==> src/design/utilization_watchdog_backoff_macros.svh <==
// Assertion macros for the utilization watchdog with backoff.
`ifndef UTILIZATION_WATCHDOG_BACKOFF_MACROS_SVH
`define UTILIZATION_WATCHDOG_BACKOFF_MACROS_SVH

`ifndef SYNTHESIS

// Checked on every rising edge outside reset
`define UWB_ASSERT(lbl, prop, msg) \
  lbl: assert property (@(posedge clk_i) disable iff (!rst_ni) (prop)) else $error(msg);

// Checked on every rising edge, reset included
`define UWB_ASSERT_ALWAYS(lbl, prop, msg) \
  lbl: assert property (@(posedge clk_i) (prop)) else $error(msg);

`else

`define UWB_ASSERT(lbl, prop, msg)
`define UWB_ASSERT_ALWAYS(lbl, prop, msg)

`endif

`endif

==> src/design/uwb_pkg.sv <==
// Types and constants shared by the utilization watchdog with backoff.
package uwb_pkg;

  // Per-unit mode, coded as reported on the result word
  typedef enum logic [1:0] {
    MODE_NORMAL   = 2'd0,
    MODE_WARNING  = 2'd1,
    MODE_CRITICAL = 2'd2
  } mode_e;

  // Action reported for a step
  typedef enum logic [1:0] {
    ACT_NONE    = 2'd0,
    ACT_RECOVER = 2'd1,
    ACT_FATAL   = 2'd2
  } act_e;

  // Configuration register indexes
  typedef enum logic [2:0] {
    CFG_FIRST_LOW   = 3'd0,
    CFG_FIRST_CRIT  = 3'd1,
    CFG_SECOND_LOW  = 3'd2,
    CFG_SECOND_CRIT = 3'd3,
    CFG_RUN_LIMIT   = 3'd4,
    CFG_REC_LIMIT   = 3'd5,
    CFG_THERMAL     = 3'd6,
    CFG_BACKOFF     = 3'd7
  } cfg_idx_e;

  localparam int unsigned UtilW  = 10;
  localparam int unsigned TempW  = 12;
  localparam int unsigned RunW   = 16;
  localparam int unsigned RecW   = 8;
  localparam int unsigned ThermW = 11;
  localparam int unsigned StepW  = 32;
  localparam int unsigned BoffW  = 16;
  localparam int unsigned CfgW   = 16;

  // Thermal limit is clamped to 125.0 C
  localparam logic [ThermW-1:0] ThermalClamp = 11'd1250;
  // Shifts at or above this always hit the cap when the base is nonzero
  localparam logic [RecW-1:0]   ShiftMax     = 8'd20;
  localparam logic [RunW-1:0]   RunSat       = 16'hFFFF;

  // Reset values of the configuration registers
  localparam logic [UtilW-1:0]  RstLow      = 10'd200;
  localparam logic [UtilW-1:0]  RstCrit     = 10'd50;
  localparam logic [RunW-1:0]   RstRunLimit = 16'd5;
  localparam logic [RecW-1:0]   RstRecLimit = 8'd3;
  localparam logic [ThermW-1:0] RstThermal  = 11'd850;
  localparam logic [BoffW-1:0]  RstBackoff  = 16'd100;

  // Watchdog state of one unit
  typedef struct packed {
    mode_e           mode;
    logic [RunW-1:0] run;
    logic            latch;
    logic [RecW-1:0] rec;
  } unit_t;

  // Input word fields
  typedef struct packed {
    logic [StepW-1:0]        step;
    logic signed [TempW-1:0] second_temp;
    logic [UtilW-1:0]        second_util;
    logic signed [TempW-1:0] first_temp;
    logic [UtilW-1:0]        first_util;
  } in_word_t;

  // Result word fields
  typedef struct packed {
    logic [RunW-1:0]  second_low_run;
    logic [RunW-1:0]  first_low_run;
    mode_e            second_mode;
    mode_e            first_mode;
    logic [RecW-1:0]  attempt_number;
    logic [BoffW-1:0] backoff_ms;
    logic [StepW-1:0] action_step;
    logic [UtilW-1:0] action_util;
    logic             action_unit;
    act_e             action_kind;
  } out_word_t;

endpackage

==> src/design/utilization_watchdog_backoff.sv <==
// Two-unit utilization watchdog: modes, low-run counts, recovery requests with backoff.
// Flow: an accepted word is held in the input register, and its result is registered
// when it advances into the result register; one word per cycle unless the output
// stalls. Each step's unit state is updated as it moves, so the next word sees it.
// Reset: configuration registers take their defaults, both units return to
// normal with counters and latches cleared, both registers empty.
module utilization_watchdog_backoff #(
  parameter int unsigned BACKOFF_CAP_MS = 30000
) (
  input  logic         clk_i,
  input  logic         rst_ni,
  // Configuration write port
  input  logic         cfg_we_i,
  input  logic [2:0]   cfg_idx_i,
  input  logic [uwb_pkg::CfgW-1:0] cfg_wdata_i,
  // Sample stream in
  input  logic         s_axis_tvalid,
  output logic         s_axis_tready,
  // first_util[9:0], first_temp[21:10], second_util[31:22], second_temp[43:32],
  // step_index[75:44], zero fill [79:76]
  input  logic [79:0]  s_axis_tdata,
  // Action stream out
  output logic         m_axis_tvalid,
  input  logic         m_axis_tready,
  // action_kind[1:0], action_unit[2], action_util[12:3], action_step[44:13],
  // backoff_ms[60:45], attempt_number[68:61], first_mode[70:69],
  // second_mode[72:71], first_low_run[88:73], second_low_run[104:89],
  // zero fill [111:105]
  output logic [111:0] m_axis_tdata
);
  import uwb_pkg::*;

  `include "utilization_watchdog_backoff_macros.svh"

  localparam int unsigned WideW = BoffW + 19;
  localparam logic [WideW-1:0] CapWide = WideW'(BACKOFF_CAP_MS);
  localparam logic [BoffW-1:0] CapMs   = BoffW'(BACKOFF_CAP_MS);

  // Result of one unit's step
  typedef struct packed {
    unit_t nxt;
    act_e  kind;
  } unit_res_t;

  // One watchdog step for a single unit
  function automatic unit_res_t eval_unit(
    unit_t            u,
    logic [UtilW-1:0] util,
    logic             hot,
    logic [UtilW-1:0] low,
    logic [UtilW-1:0] crit,
    logic [RunW-1:0]  run_limit,
    logic [RecW-1:0]  rec_limit
  );
    unit_res_t r;
    logic      warn;
    r.nxt  = u;
    r.kind = ACT_NONE;
    warn   = (util >= crit);
    if (util >= low) begin
      r.nxt.mode  = MODE_NORMAL;
      r.nxt.run   = '0;
      r.nxt.latch = 1'b0;
    end else begin
      if (u.run != RunSat) begin
        r.nxt.run = u.run + 16'd1;
      end
      r.nxt.mode = warn ? MODE_WARNING : MODE_CRITICAL;
      if (!hot && !u.latch && !(warn && (r.nxt.run < run_limit))) begin
        if (u.rec >= rec_limit) begin
          r.nxt.latch = 1'b1;
          if (warn) begin
            r.nxt.run = '0;
          end
          r.kind = ACT_FATAL;
        end else begin
          r.nxt.rec = u.rec + 8'd1;
          r.kind    = ACT_RECOVER;
        end
      end
    end
    return r;
  endfunction

  // Configuration registers
  logic [UtilW-1:0]  first_low_q, first_crit_q, second_low_q, second_crit_q;
  logic [RunW-1:0]   run_limit_q;
  logic [RecW-1:0]   rec_limit_q;
  logic [ThermW-1:0] thermal_q;
  logic [BoffW-1:0]  backoff_base_q;

  always_ff @(posedge clk_i or negedge rst_ni) begin
    if (!rst_ni) begin
      first_low_q    <= RstLow;
      first_crit_q   <= RstCrit;
      second_low_q   <= RstLow;
      second_crit_q  <= RstCrit;
      run_limit_q    <= RstRunLimit;
      rec_limit_q    <= RstRecLimit;
      thermal_q      <= RstThermal;
      backoff_base_q <= RstBackoff;
    end else if (cfg_we_i) begin
      unique case (cfg_idx_e'(cfg_idx_i))
        CFG_FIRST_LOW:   first_low_q    <= cfg_wdata_i[UtilW-1:0];
        CFG_FIRST_CRIT:  first_crit_q   <= cfg_wdata_i[UtilW-1:0];
        CFG_SECOND_LOW:  second_low_q   <= cfg_wdata_i[UtilW-1:0];
        CFG_SECOND_CRIT: second_crit_q  <= cfg_wdata_i[UtilW-1:0];
        CFG_RUN_LIMIT:   run_limit_q    <= cfg_wdata_i[RunW-1:0];
        CFG_REC_LIMIT:   rec_limit_q    <= cfg_wdata_i[RecW-1:0];
        CFG_THERMAL:     thermal_q      <= cfg_wdata_i[ThermW-1:0];
        CFG_BACKOFF:     backoff_base_q <= cfg_wdata_i[BoffW-1:0];
        default: ;
      endcase
    end
  end

  // Handshake: input register advances into the result register
  logic      in_valid_q, out_valid_q, advance;
  in_word_t  in_q;
  out_word_t out_q, out_d;

  assign advance       = in_valid_q && (!out_valid_q || m_axis_tready);
  assign s_axis_tready = !in_valid_q || advance;

  always_ff @(posedge clk_i or negedge rst_ni) begin
    if (!rst_ni) begin
      in_valid_q  <= 1'b0;
      out_valid_q <= 1'b0;
    end else begin
      if (s_axis_tready) begin
        in_valid_q <= s_axis_tvalid;
      end
      if (advance) begin
        out_valid_q <= 1'b1;
      end else if (m_axis_tready) begin
        out_valid_q <= 1'b0;
      end
    end
  end

  always_ff @(posedge clk_i) begin
    if (s_axis_tready && s_axis_tvalid) begin
      in_q <= in_word_t'(s_axis_tdata[$bits(in_word_t)-1:0]);
    end
    if (advance) begin
      out_q <= out_d;
    end
  end

  // Thermal check per unit against the clamped limit
  logic [ThermW-1:0] therm_lim;
  logic              hot0, hot1;

  assign therm_lim = (thermal_q > ThermalClamp) ? ThermalClamp : thermal_q;
  assign hot0 = $signed({in_q.first_temp[TempW-1], in_q.first_temp}) >
                $signed({2'b00, therm_lim});
  assign hot1 = $signed({in_q.second_temp[TempW-1], in_q.second_temp}) >
                $signed({2'b00, therm_lim});

  // Unit state and per-unit step
  unit_t     unit0_q, unit1_q;
  unit_res_t res0, res1;

  assign res0 = eval_unit(unit0_q, in_q.first_util, hot0, first_low_q, first_crit_q,
                          run_limit_q, rec_limit_q);
  assign res1 = eval_unit(unit1_q, in_q.second_util, hot1, second_low_q, second_crit_q,
                          run_limit_q, rec_limit_q);

  always_ff @(posedge clk_i or negedge rst_ni) begin
    if (!rst_ni) begin
      unit0_q <= '{mode: MODE_NORMAL, run: '0, latch: 1'b0, rec: '0};
      unit1_q <= '{mode: MODE_NORMAL, run: '0, latch: 1'b0, rec: '0};
    end else if (advance) begin
      unit0_q <= res0.nxt;
      unit1_q <= res1.nxt;
    end
  end

  // Winner select: the first unit's action takes the result slot, else the second's
  act_e             sel_kind;
  logic             sel_unit;
  logic [UtilW-1:0] sel_util;
  logic [RecW-1:0]  sel_rec;

  always_comb begin
    sel_kind = ACT_NONE;
    sel_unit = 1'b0;
    sel_util = '0;
    sel_rec  = '0;
    if (res0.kind != ACT_NONE) begin
      sel_kind = res0.kind;
      sel_util = in_q.first_util;
      sel_rec  = res0.nxt.rec;
    end else if (res1.kind != ACT_NONE) begin
      sel_kind = res1.kind;
      sel_unit = 1'b1;
      sel_util = in_q.second_util;
      sel_rec  = res1.nxt.rec;
    end
  end

  // Backoff on recovery = base << (n-1), saturated at the cap; zero otherwise
  logic [RecW-1:0]  boff_shift;
  logic [WideW-1:0] boff_wide;
  logic [BoffW-1:0] boff;

  assign boff_shift = sel_rec - 8'd1;
  assign boff_wide  = {19'd0, backoff_base_q} << boff_shift[4:0];

  always_comb begin
    boff = '0;
    if (sel_kind == ACT_RECOVER && backoff_base_q != '0) begin
      if (boff_shift >= ShiftMax || boff_wide > CapWide) begin
        boff = CapMs;
      end else begin
        boff = boff_wide[BoffW-1:0];
      end
    end
  end

  // Result word
  always_comb begin
    out_d.action_kind    = sel_kind;
    out_d.action_unit    = sel_unit;
    out_d.action_util    = sel_util;
    out_d.action_step    = in_q.step;
    out_d.backoff_ms     = boff;
    out_d.attempt_number = sel_rec;
    out_d.first_mode     = res0.nxt.mode;
    out_d.second_mode    = res1.nxt.mode;
    out_d.first_low_run  = res0.nxt.run;
    out_d.second_low_run = res1.nxt.run;
  end

  assign m_axis_tvalid = out_valid_q;
  assign m_axis_tdata  = {7'd0, out_q};

  // Checks
  logic out_stall;
  assign out_stall = out_valid_q && !m_axis_tready;

  `UWB_ASSERT(a_stall_hold, out_stall |=> $stable({unit0_q, unit1_q}), "state moved in stall")
  `UWB_ASSERT(a_fatal_latch, advance && res0.kind == ACT_FATAL |=> unit0_q.latch, "latch not set")
  `UWB_ASSERT(a_empty_out_ready, !out_valid_q |-> s_axis_tready, "input blocked while empty")
  `UWB_ASSERT_ALWAYS(a_reset_empty, !rst_ni |-> !m_axis_tvalid, "result valid during reset")

endmodule
==> config.mk <==
export PLATFORM = sky130hd
export DESIGN_NAME = utilization_watchdog_backoff
export DESIGN_NICKNAME = d
export VERILOG_FILES = /design/src/design/uwb_pkg.sv /design/src/design/utilization_watchdog_backoff.sv
export VERILOG_INCLUDE_DIRS = /design/src /design/src/design
export SDC_FILE = /design/constraint.sdc
export NUM_CORES = 1
export LEC_CHECK = 0
export ABC_CLOCK_PERIOD_IN_PS = 16000
export BUFFER_PORTS_ARGS = -buffer_cell sky130_fd_sc_hd__buf_2
export CELL_PAD_IN_SITES_DETAIL_PLACEMENT = 1
export CELL_PAD_IN_SITES_GLOBAL_PLACEMENT = 2
export CORE_MARGIN = 2
export CORE_UTILIZATION = 43
export CTS_BUF_LIST = sky130_fd_sc_hd__clkbuf_2 sky130_fd_sc_hd__clkbuf_4 sky130_fd_sc_hd__clkbuf_8
export DETAILED_ROUTE_END_ITERATION = 10
export PLACE_DENSITY = 0.9
export RECOVER_POWER = 25
export SKIP_LAST_GASP = 1
export SLEW_MARGIN = 20
export SYNTH_ARGS = -nofsm -noshare
export SYNTH_HDL_FRONTEND = slang
export SYNTH_SLANG_ARGS = --single-unit
==> constraint.sdc <==
create_clock -name clk_i -period 16 [get_ports clk_i]
set_input_delay 2.4 -clock clk_i [delete_from_list [all_inputs] [get_ports clk_i]]
set_output_delay 2.4 -clock clk_i [all_outputs]
set_load 0.05 [all_outputs]
======== Word level (Yosys, flattened, before mapping) ========
Index checks and enable logic that the tools add are counted.
storage, ports and cells
  input port bits ......................... 104
  word-level logic and storage cells ...... 133
  register bits ........................... 324
cells by class
  bitwise logic cells ..................... 1
  reductions and logical operators ........ 40
  muxes and demuxes ....................... 31
  eq/ne operators ......................... 10
  shift-type cells ........................ 1
  $lt $le $gt $ge ......................... 13
  add/sub/neg operators ................... 5
operators by type and width
  kind                                                                                  count
  16-bit two-way mux                                                                    6
  17-bit two-way mux                                                                    4
  27-bit two-way mux                                                                    2
  10-bit greater-or-equal comparator                                                    4
  10-bit two-way mux                                                                    4
  35-bit by 15-bit > comparator with 1-bit output (second input constant)               1
  16-bit by 5-bit << shifter with 35-bit output                                         1
  16-bit by 1-bit adder with 16-bit output (second input constant)                      2
  16-bit < comparator                                                                   2
  8-bit two-way mux                                                                     4
  16-bit inequality test (second input constant)                                        2
  12-bit > comparator                                                                   2
  8-bit by 1-bit adder with 8-bit output (second input constant)                        2
  8-bit greater-or-equal comparator                                                     2
  2-bit AND reduction                                                                   8
  16-bit nonzero test                                                                   1
  15-bit two-way mux                                                                    1
  2-bit nonzero test                                                                    7
  3-bit == test (second input constant)                                                 4
  2-bit two-way mux                                                                     6
  11-bit > comparator (second input constant)                                           1
  11-bit two-way mux                                                                    1
  1-bit logical AND                                                                     9
  8-bit by 5-bit greater-or-equal comparator with 1-bit output (second input constant)  1
  other kinds (11)                                                                      24

======== Longest topological paths before layout ========
  depth in word-level cells ............... 17
  gate-level depth with buffers ........... 33

======== Least setup slack after synthesis ========
No wires, ideal clock.
  path kind ............................... register to register
  start ................................... reg unit0_q[9] (netlist bit)
  end ..................................... reg out_q (netlist bit m_axis_tdata[49]), data pin
  path buffers ............................ 6
  cell stages (with the launch flop) ...... 29
  slack ................................... 8987 ps
  data arrival time ....................... 6742 ps
  cell sequence ........................... dfrtp_1 > ha_1 > nand4_1 > nand4bb_1 > clkbuf_1 > nand4_1 > xor2_1 > inv_1 > ha_1 > a211o_1 > a21oi_1 > o31ai_1 > a211oi_2 > or2_1 > buf_2 > o22a_1 > buf_2 > buf_2 > buf_1 > ha_1 > clkbuf_1 > xor2_4 > mux4_2 > o221ai_1 > nand2_1 > or3_1 > nor4_4 > o2111a_1 > a21oi_1
between the ends
  longest elaborated chain between the ends .. 16
  elaborated cells between the ends (all ways) .. 21
  those cells by class .................... add/sub (2); order compare (3); eq/ne (2); shift (1); mux (7); reduce/logical (6)
ends and longest elaborated chain
  what                                                                                line                                                                    text
  start: declaration                                                                  utilization_watchdog_backoff.sv:161                                     unit_t unit0_q, unit1_q;
  start signal: assignment                                                            utilization_watchdog_backoff.sv:171                                     unit0_q <= '{mode: MODE_NORMAL, run: '0, latch: 1'b0, rec: '0};
  start signal: assignment                                                            utilization_watchdog_backoff.sv:174                                     unit0_q <= res0.nxt;
  16-bit by 1-bit adder with 16-bit output or 16-bit inequality test (tied branches)  utilization_watchdog_backoff.sv:66, utilization_watchdog_backoff.sv:65
  16-bit two-way mux *                                                                utilization_watchdog_backoff.sv:65                                      if (u.run != RunSat) begin
  16-bit two-way mux *                                                                utilization_watchdog_backoff.sv:60                                      if (util >= low) begin
  16-bit < comparator *                                                               utilization_watchdog_backoff.sv:69                                      if (!hot && !u.latch && !(warn && (r.nxt.run < run_limit))) begin
  1-bit logical AND *                                                                 utilization_watchdog_backoff.sv:69
  1-bit zero test *                                                                   utilization_watchdog_backoff.sv:69
  1-bit logical AND *                                                                 utilization_watchdog_backoff.sv:69
  27-bit two-way mux *                                                                utilization_watchdog_backoff.sv:69
  10-bit two-way mux *                                                                utilization_watchdog_backoff.sv:60
  2-bit nonzero test                                                                  utilization_watchdog_backoff.sv:190                                     if (res0.kind != ACT_NONE) begin
  8-bit two-way mux                                                                   utilization_watchdog_backoff.sv:190
  8-bit by 1-bit subtractor with 8-bit output                                         utilization_watchdog_backoff.sv:207                                     assign boff_shift = sel_rec - 8'd1;
  16-bit by 5-bit << shifter with 35-bit output                                       utilization_watchdog_backoff.sv:208                                     assign boff_wide = {19'd0, backoff_base_q} << boff_shift[4:0];
  35-bit by 15-bit > comparator with 1-bit output                                     utilization_watchdog_backoff.sv:213                                     if (boff_shift >= ShiftMax || boff_wide > CapWide) begin
  1-bit logical OR                                                                    utilization_watchdog_backoff.sv:213
  15-bit two-way mux                                                                  utilization_watchdog_backoff.sv:213
  end signal: assignment                                                              utilization_watchdog_backoff.sv:146                                     out_q <= out_d;
  end: declaration                                                                    utilization_watchdog_backoff.sv:120                                     out_word_t out_q, out_d;
Mark *: on every way between the ends. The rest lies on a longest branch, timed or not. The select of a mux whose other input is x is not followed.
A chain may end at the register's enable or synchronous reset.

======== Worst setup path in the final report ========
  start ................................... reg unit0_q[9] (netlist bit)
  end ..................................... reg out_q (netlist bit m_axis_tdata[51]), data pin
between the ends
  longest elaborated chain between the ends .. 16
  elaborated cells between the ends (all ways) .. 22
  those cells by class .................... add/sub (2); order compare (3); eq/ne (2); shift (1); mux (6); bitwise (1); reduce/logical (7)
ends and longest elaborated chain
  what                                                                                line
  16-bit by 1-bit adder with 16-bit output or 16-bit inequality test (tied branches)  utilization_watchdog_backoff.sv:66, utilization_watchdog_backoff.sv:65
  16-bit two-way mux *                                                                utilization_watchdog_backoff.sv:65
  16-bit two-way mux *                                                                utilization_watchdog_backoff.sv:60
  16-bit < comparator *                                                               utilization_watchdog_backoff.sv:69
  1-bit logical AND *                                                                 utilization_watchdog_backoff.sv:69
  1-bit zero test *                                                                   utilization_watchdog_backoff.sv:69
  1-bit logical AND *                                                                 utilization_watchdog_backoff.sv:69
  27-bit two-way mux *                                                                utilization_watchdog_backoff.sv:69
  10-bit two-way mux *                                                                utilization_watchdog_backoff.sv:60
  2-bit nonzero test                                                                  utilization_watchdog_backoff.sv:190
  8-bit two-way mux                                                                   utilization_watchdog_backoff.sv:190
  8-bit by 1-bit subtractor with 8-bit output                                         utilization_watchdog_backoff.sv:207
  16-bit by 5-bit << shifter with 35-bit output                                       utilization_watchdog_backoff.sv:208
  35-bit by 15-bit > comparator with 1-bit output                                     utilization_watchdog_backoff.sv:213
  1-bit logical OR                                                                    utilization_watchdog_backoff.sv:213
  2-bit OR reduction (no source line)                                                 n/a
Marked as above.

==> reports/qor.csv <==
metric,value,unit
status,"complete, but fails checks",
violations,"capacitance limit, slew limit",
drive_gt1_share,25.0,%
route.top_layer_used,met5,
maxSlewViolCount,77,
ys_seq_area_share,53.1,%
holdBufCountCts,0,
first_global_vias,13542,
fin_setup_tns,0,ns
synthFlopType,edfxtp_1,
clkSinkCount,324,
wire_per_inst,20.1,um
firstDrtPassIters,5,
grt_max_degree,77,
nNetsFinal,1932,
gp_congestion,0.833,
grt_usage,22.6,%
synth_area,0.0170,mm2
endpoint_kind,register,
tightest_slew,4.31,ns
clock_latency,0.66,ns
clk_pin_slew_worst_paths,0.06,ns
core_area,0.0389,mm2
route.detailed.drc,0,
drt_iter0_drc,616,
critPathMaxFanout,16,
maxClockFrequency,0.106,GHz
ys_seq_elements,324,
syn-instance-count,1496,
dpl.hpwl,32.9,mm
fin_worst_skew,0.0333,ns
arrival,9.83,ns
finalSetupViolations,0,
clockBufferDepth,3,
ctsResizeCount,0,
via_count,12535,
overflow,0,
portBuffers,206,
p_per_area,183,mW/mm2
cts_tree,done,
final_hold_viol_count,0,
wl_met1,19.9,mm
dieHeight,203,um
dp_slack,6.78,ns
post_cts_buffers,0,
fin_crit_sh,58.7,%
synth_cell_types,81,
route.met3.wl,2.27,mm
rsz0062_at_grt,false,
path_class,reg2reg,
cts_inserted_buffers,56,
yosysWarnings,0,
antenna_found_initial,1,
ant_nets,0,
fin_crit,9.39,ns
grt_pass1_wl,73.5,mm
routed_wl,45.8,mm
num_io_pins,218,
synth_edf_count,181,
ir_drop,0.141,mV
async_reset_ff_share,44.1,%
dr_wl_met2,22.3,mm
die_width,203,um
die-area,0.0412,mm2
final.setup.worst_slack,6.61,ns
cts.htree.levels,2,
syn_area_per_cell,11.4,um2
placement_rows,72,
layout-area-overhead-vs-synth,16.7,%
cts_root_buf,clkbuf_8,
p_leak,8.73,nW
start_util,43.8,%
max-slew-margin-rel,-187,%
cp.required,16.43,ns
drv_cap,1,
hold_path_class,reg2reg,
viasPerCell,5.49,
setup.worst_path.start_class,register,
per-layer routing:
| layer | GRT usage (%) | up-vias |
|---|---|---|
| met3 | 4.75 | 83 |
| li1 | - | 5898 |
| met5 | 0 | - |
| met2 | 38.0 | 293 |
| met4 | 8.71 | 2 |
| met1 | 28.6 | 6259 |
cell usage after synthesis, drive strengths merged (6+ instances only):
cell type,n,area share [%]
buf,19,0.65
nand2b,18,0.66
inv,110,2.4
xor2,34,1.9
a2111oi,6,0.42
edfxtp,181,32
nor4,15,0.79
o22ai,8,0.37
o21a,6,0.26
clkbuf,48,1.1
nor2b,10,0.37
xnor2,26,1.4
o211ai,11,0.48
dfrtp,119,17
nor2,79,1.7
dfstp,24,3.7
a21o,19,0.84
ha,113,8.3
nand3,33,0.97
a21oi,52,1.5
a31oi,8,0.29
o21ai,80,2.4
nand2,160,3.5
mux2i,43,2.5
or3,8,0.29
mux2,59,3.9
and2,7,0.26
a211oi,10,0.47
a22o,9,0.46
or2,6,0.22
o31ai,31,1.4
and3,8,0.29
nand4,27,0.99
nor3,34,1.0
mux4,10,1.3
power by group:
group	internal, mW	switching, mW	leakage (nW)	total, mW
clock	0.507	0.356	0.691	0.862
sequential	1.03	0.0926	3.52	1.12
combinational	0.592	1.07	4.51	1.66
state kept, by name, indices dropped and copies added, names as in the netlist:
signal,cells
in_q,76
second_crit_q,10
thermal_q,11
first_low_q,10
run_limit_q,16
backoff_base_q,16
m_axis_tdata,105
in_valid_q,1
unit0_q,25
unit1_q,25
first_crit_q,10
second_low_q,10
m_axis_tvalid,1
rec_limit_q,8
per-stage QoR:
stage,power [mW],cell area [um2],cells,hold slack [ns],utilization [%]
floorplan,2.34,17100,1503,0.400,-
global placement,2.72,18600,2175,0.401,47.8
detailed placement,2.78,18600,2175,0.406,47.8
CTS,3.67,19900,2281,0.416,51.1
global route,3.87,19900,2281,0.423,51.1
finish,3.65,19900,2282,0.418,51.1
final cells by class:
class / instances / area (um2)
fillers: 4243 / 19000
diodes: 1 / 2.50
well taps: 518 / 648
clock buffers: 86 / 1060
repair buffers: 221 / 1140
inverters: 111 / 419
multi-input cells: 1001 / 7340
flip-flops and latches: 324 / 9040
clock inverters: 20 / 245
final timing paths:
kind / depth (start not counted) / startpoint / slack (ns) / to
max in group asynchronous: 2 / rst_ni / 10.06 / unit0_q[18]
min: 0 / in_q[63] / 0.42 / m_axis_tdata[32]
max: 26 / unit0_q[9] / 6.61 / m_axis_tdata[51]
max reg2reg: 26 / unit0_q[9] / 6.61 / m_axis_tdata[51]
min in group asynchronous: 1 / rst_ni / 3.29 / first_low_q[8]
min reg2reg: 0 / in_q[63] / 0.42 / m_axis_tdata[32]
logic make-up (layout without fill, tap and decap cells):
group | count (synthesis) | in the layout | synth area share (%)
AND/OR/NAND/NOR | 423 | 423 | 12.0
flip-flops | 324 | 324 | 53.1
AO/OA/AOI/OAI | 284 | 284 | 11.3
buffers and inverters | 178 | 438 | 4.16
adder cells (fa/ha/maj) | 113 | 113 | 8.30
multiplexers | 112 | 112 | 7.75
XOR/XNOR | 61 | 61 | 3.37
other | 1 | 9 | 0.0220
cell usage in the layout, fill, tap and decap left out, types with 11 or more instances in the layout:
cell	instances
nand3_1	33
nor2_1	78
clkbuf_8	66
nand2_1	159
buf_2	204
a21o_1	18
o31ai_1	31
edfxtp_1	181
dfrtp_1	119
buf_4	14
xor2_1	33
xnor2_1	25
o21ai_0	77
nor3_1	33
clkbuf_4	20
nand2b_1	18
inv_1	107
nand4_1	27
ha_1	113
mux2i_1	43
o211ai_1	11
a21oi_1	52
mux2_2	59
dfstp_2	24
worst max-delay path, stage by stage, from the launching register on:
cell and delay [ns]:
dfrtp_1 0.49, ha_1 0.26, nand4_1 0.20, nand4bb_1 0.74
nand2b_1 0.35, xor2_1 0.32, inv_1 0.10, ha_1 0.30
a21o_1 0.16, a21o_1 0.17, a21oi_1 0.15, o31ai_1 0.11
a211oi_2 0.62, or2_1 0.71, nand2_1 0.55, o22a_1 0.38
ha_1 0.39, o31a_1 0.23, and4_1 0.23, mux2_2 0.27
or3_1 0.61, nand2b_1 0.31, or2_1 0.28, or3_1 0.40
nor4_4 0.31, o2111ai_4 0.23, nor4_1 0.27
Power figures use the tool's default switching activity.
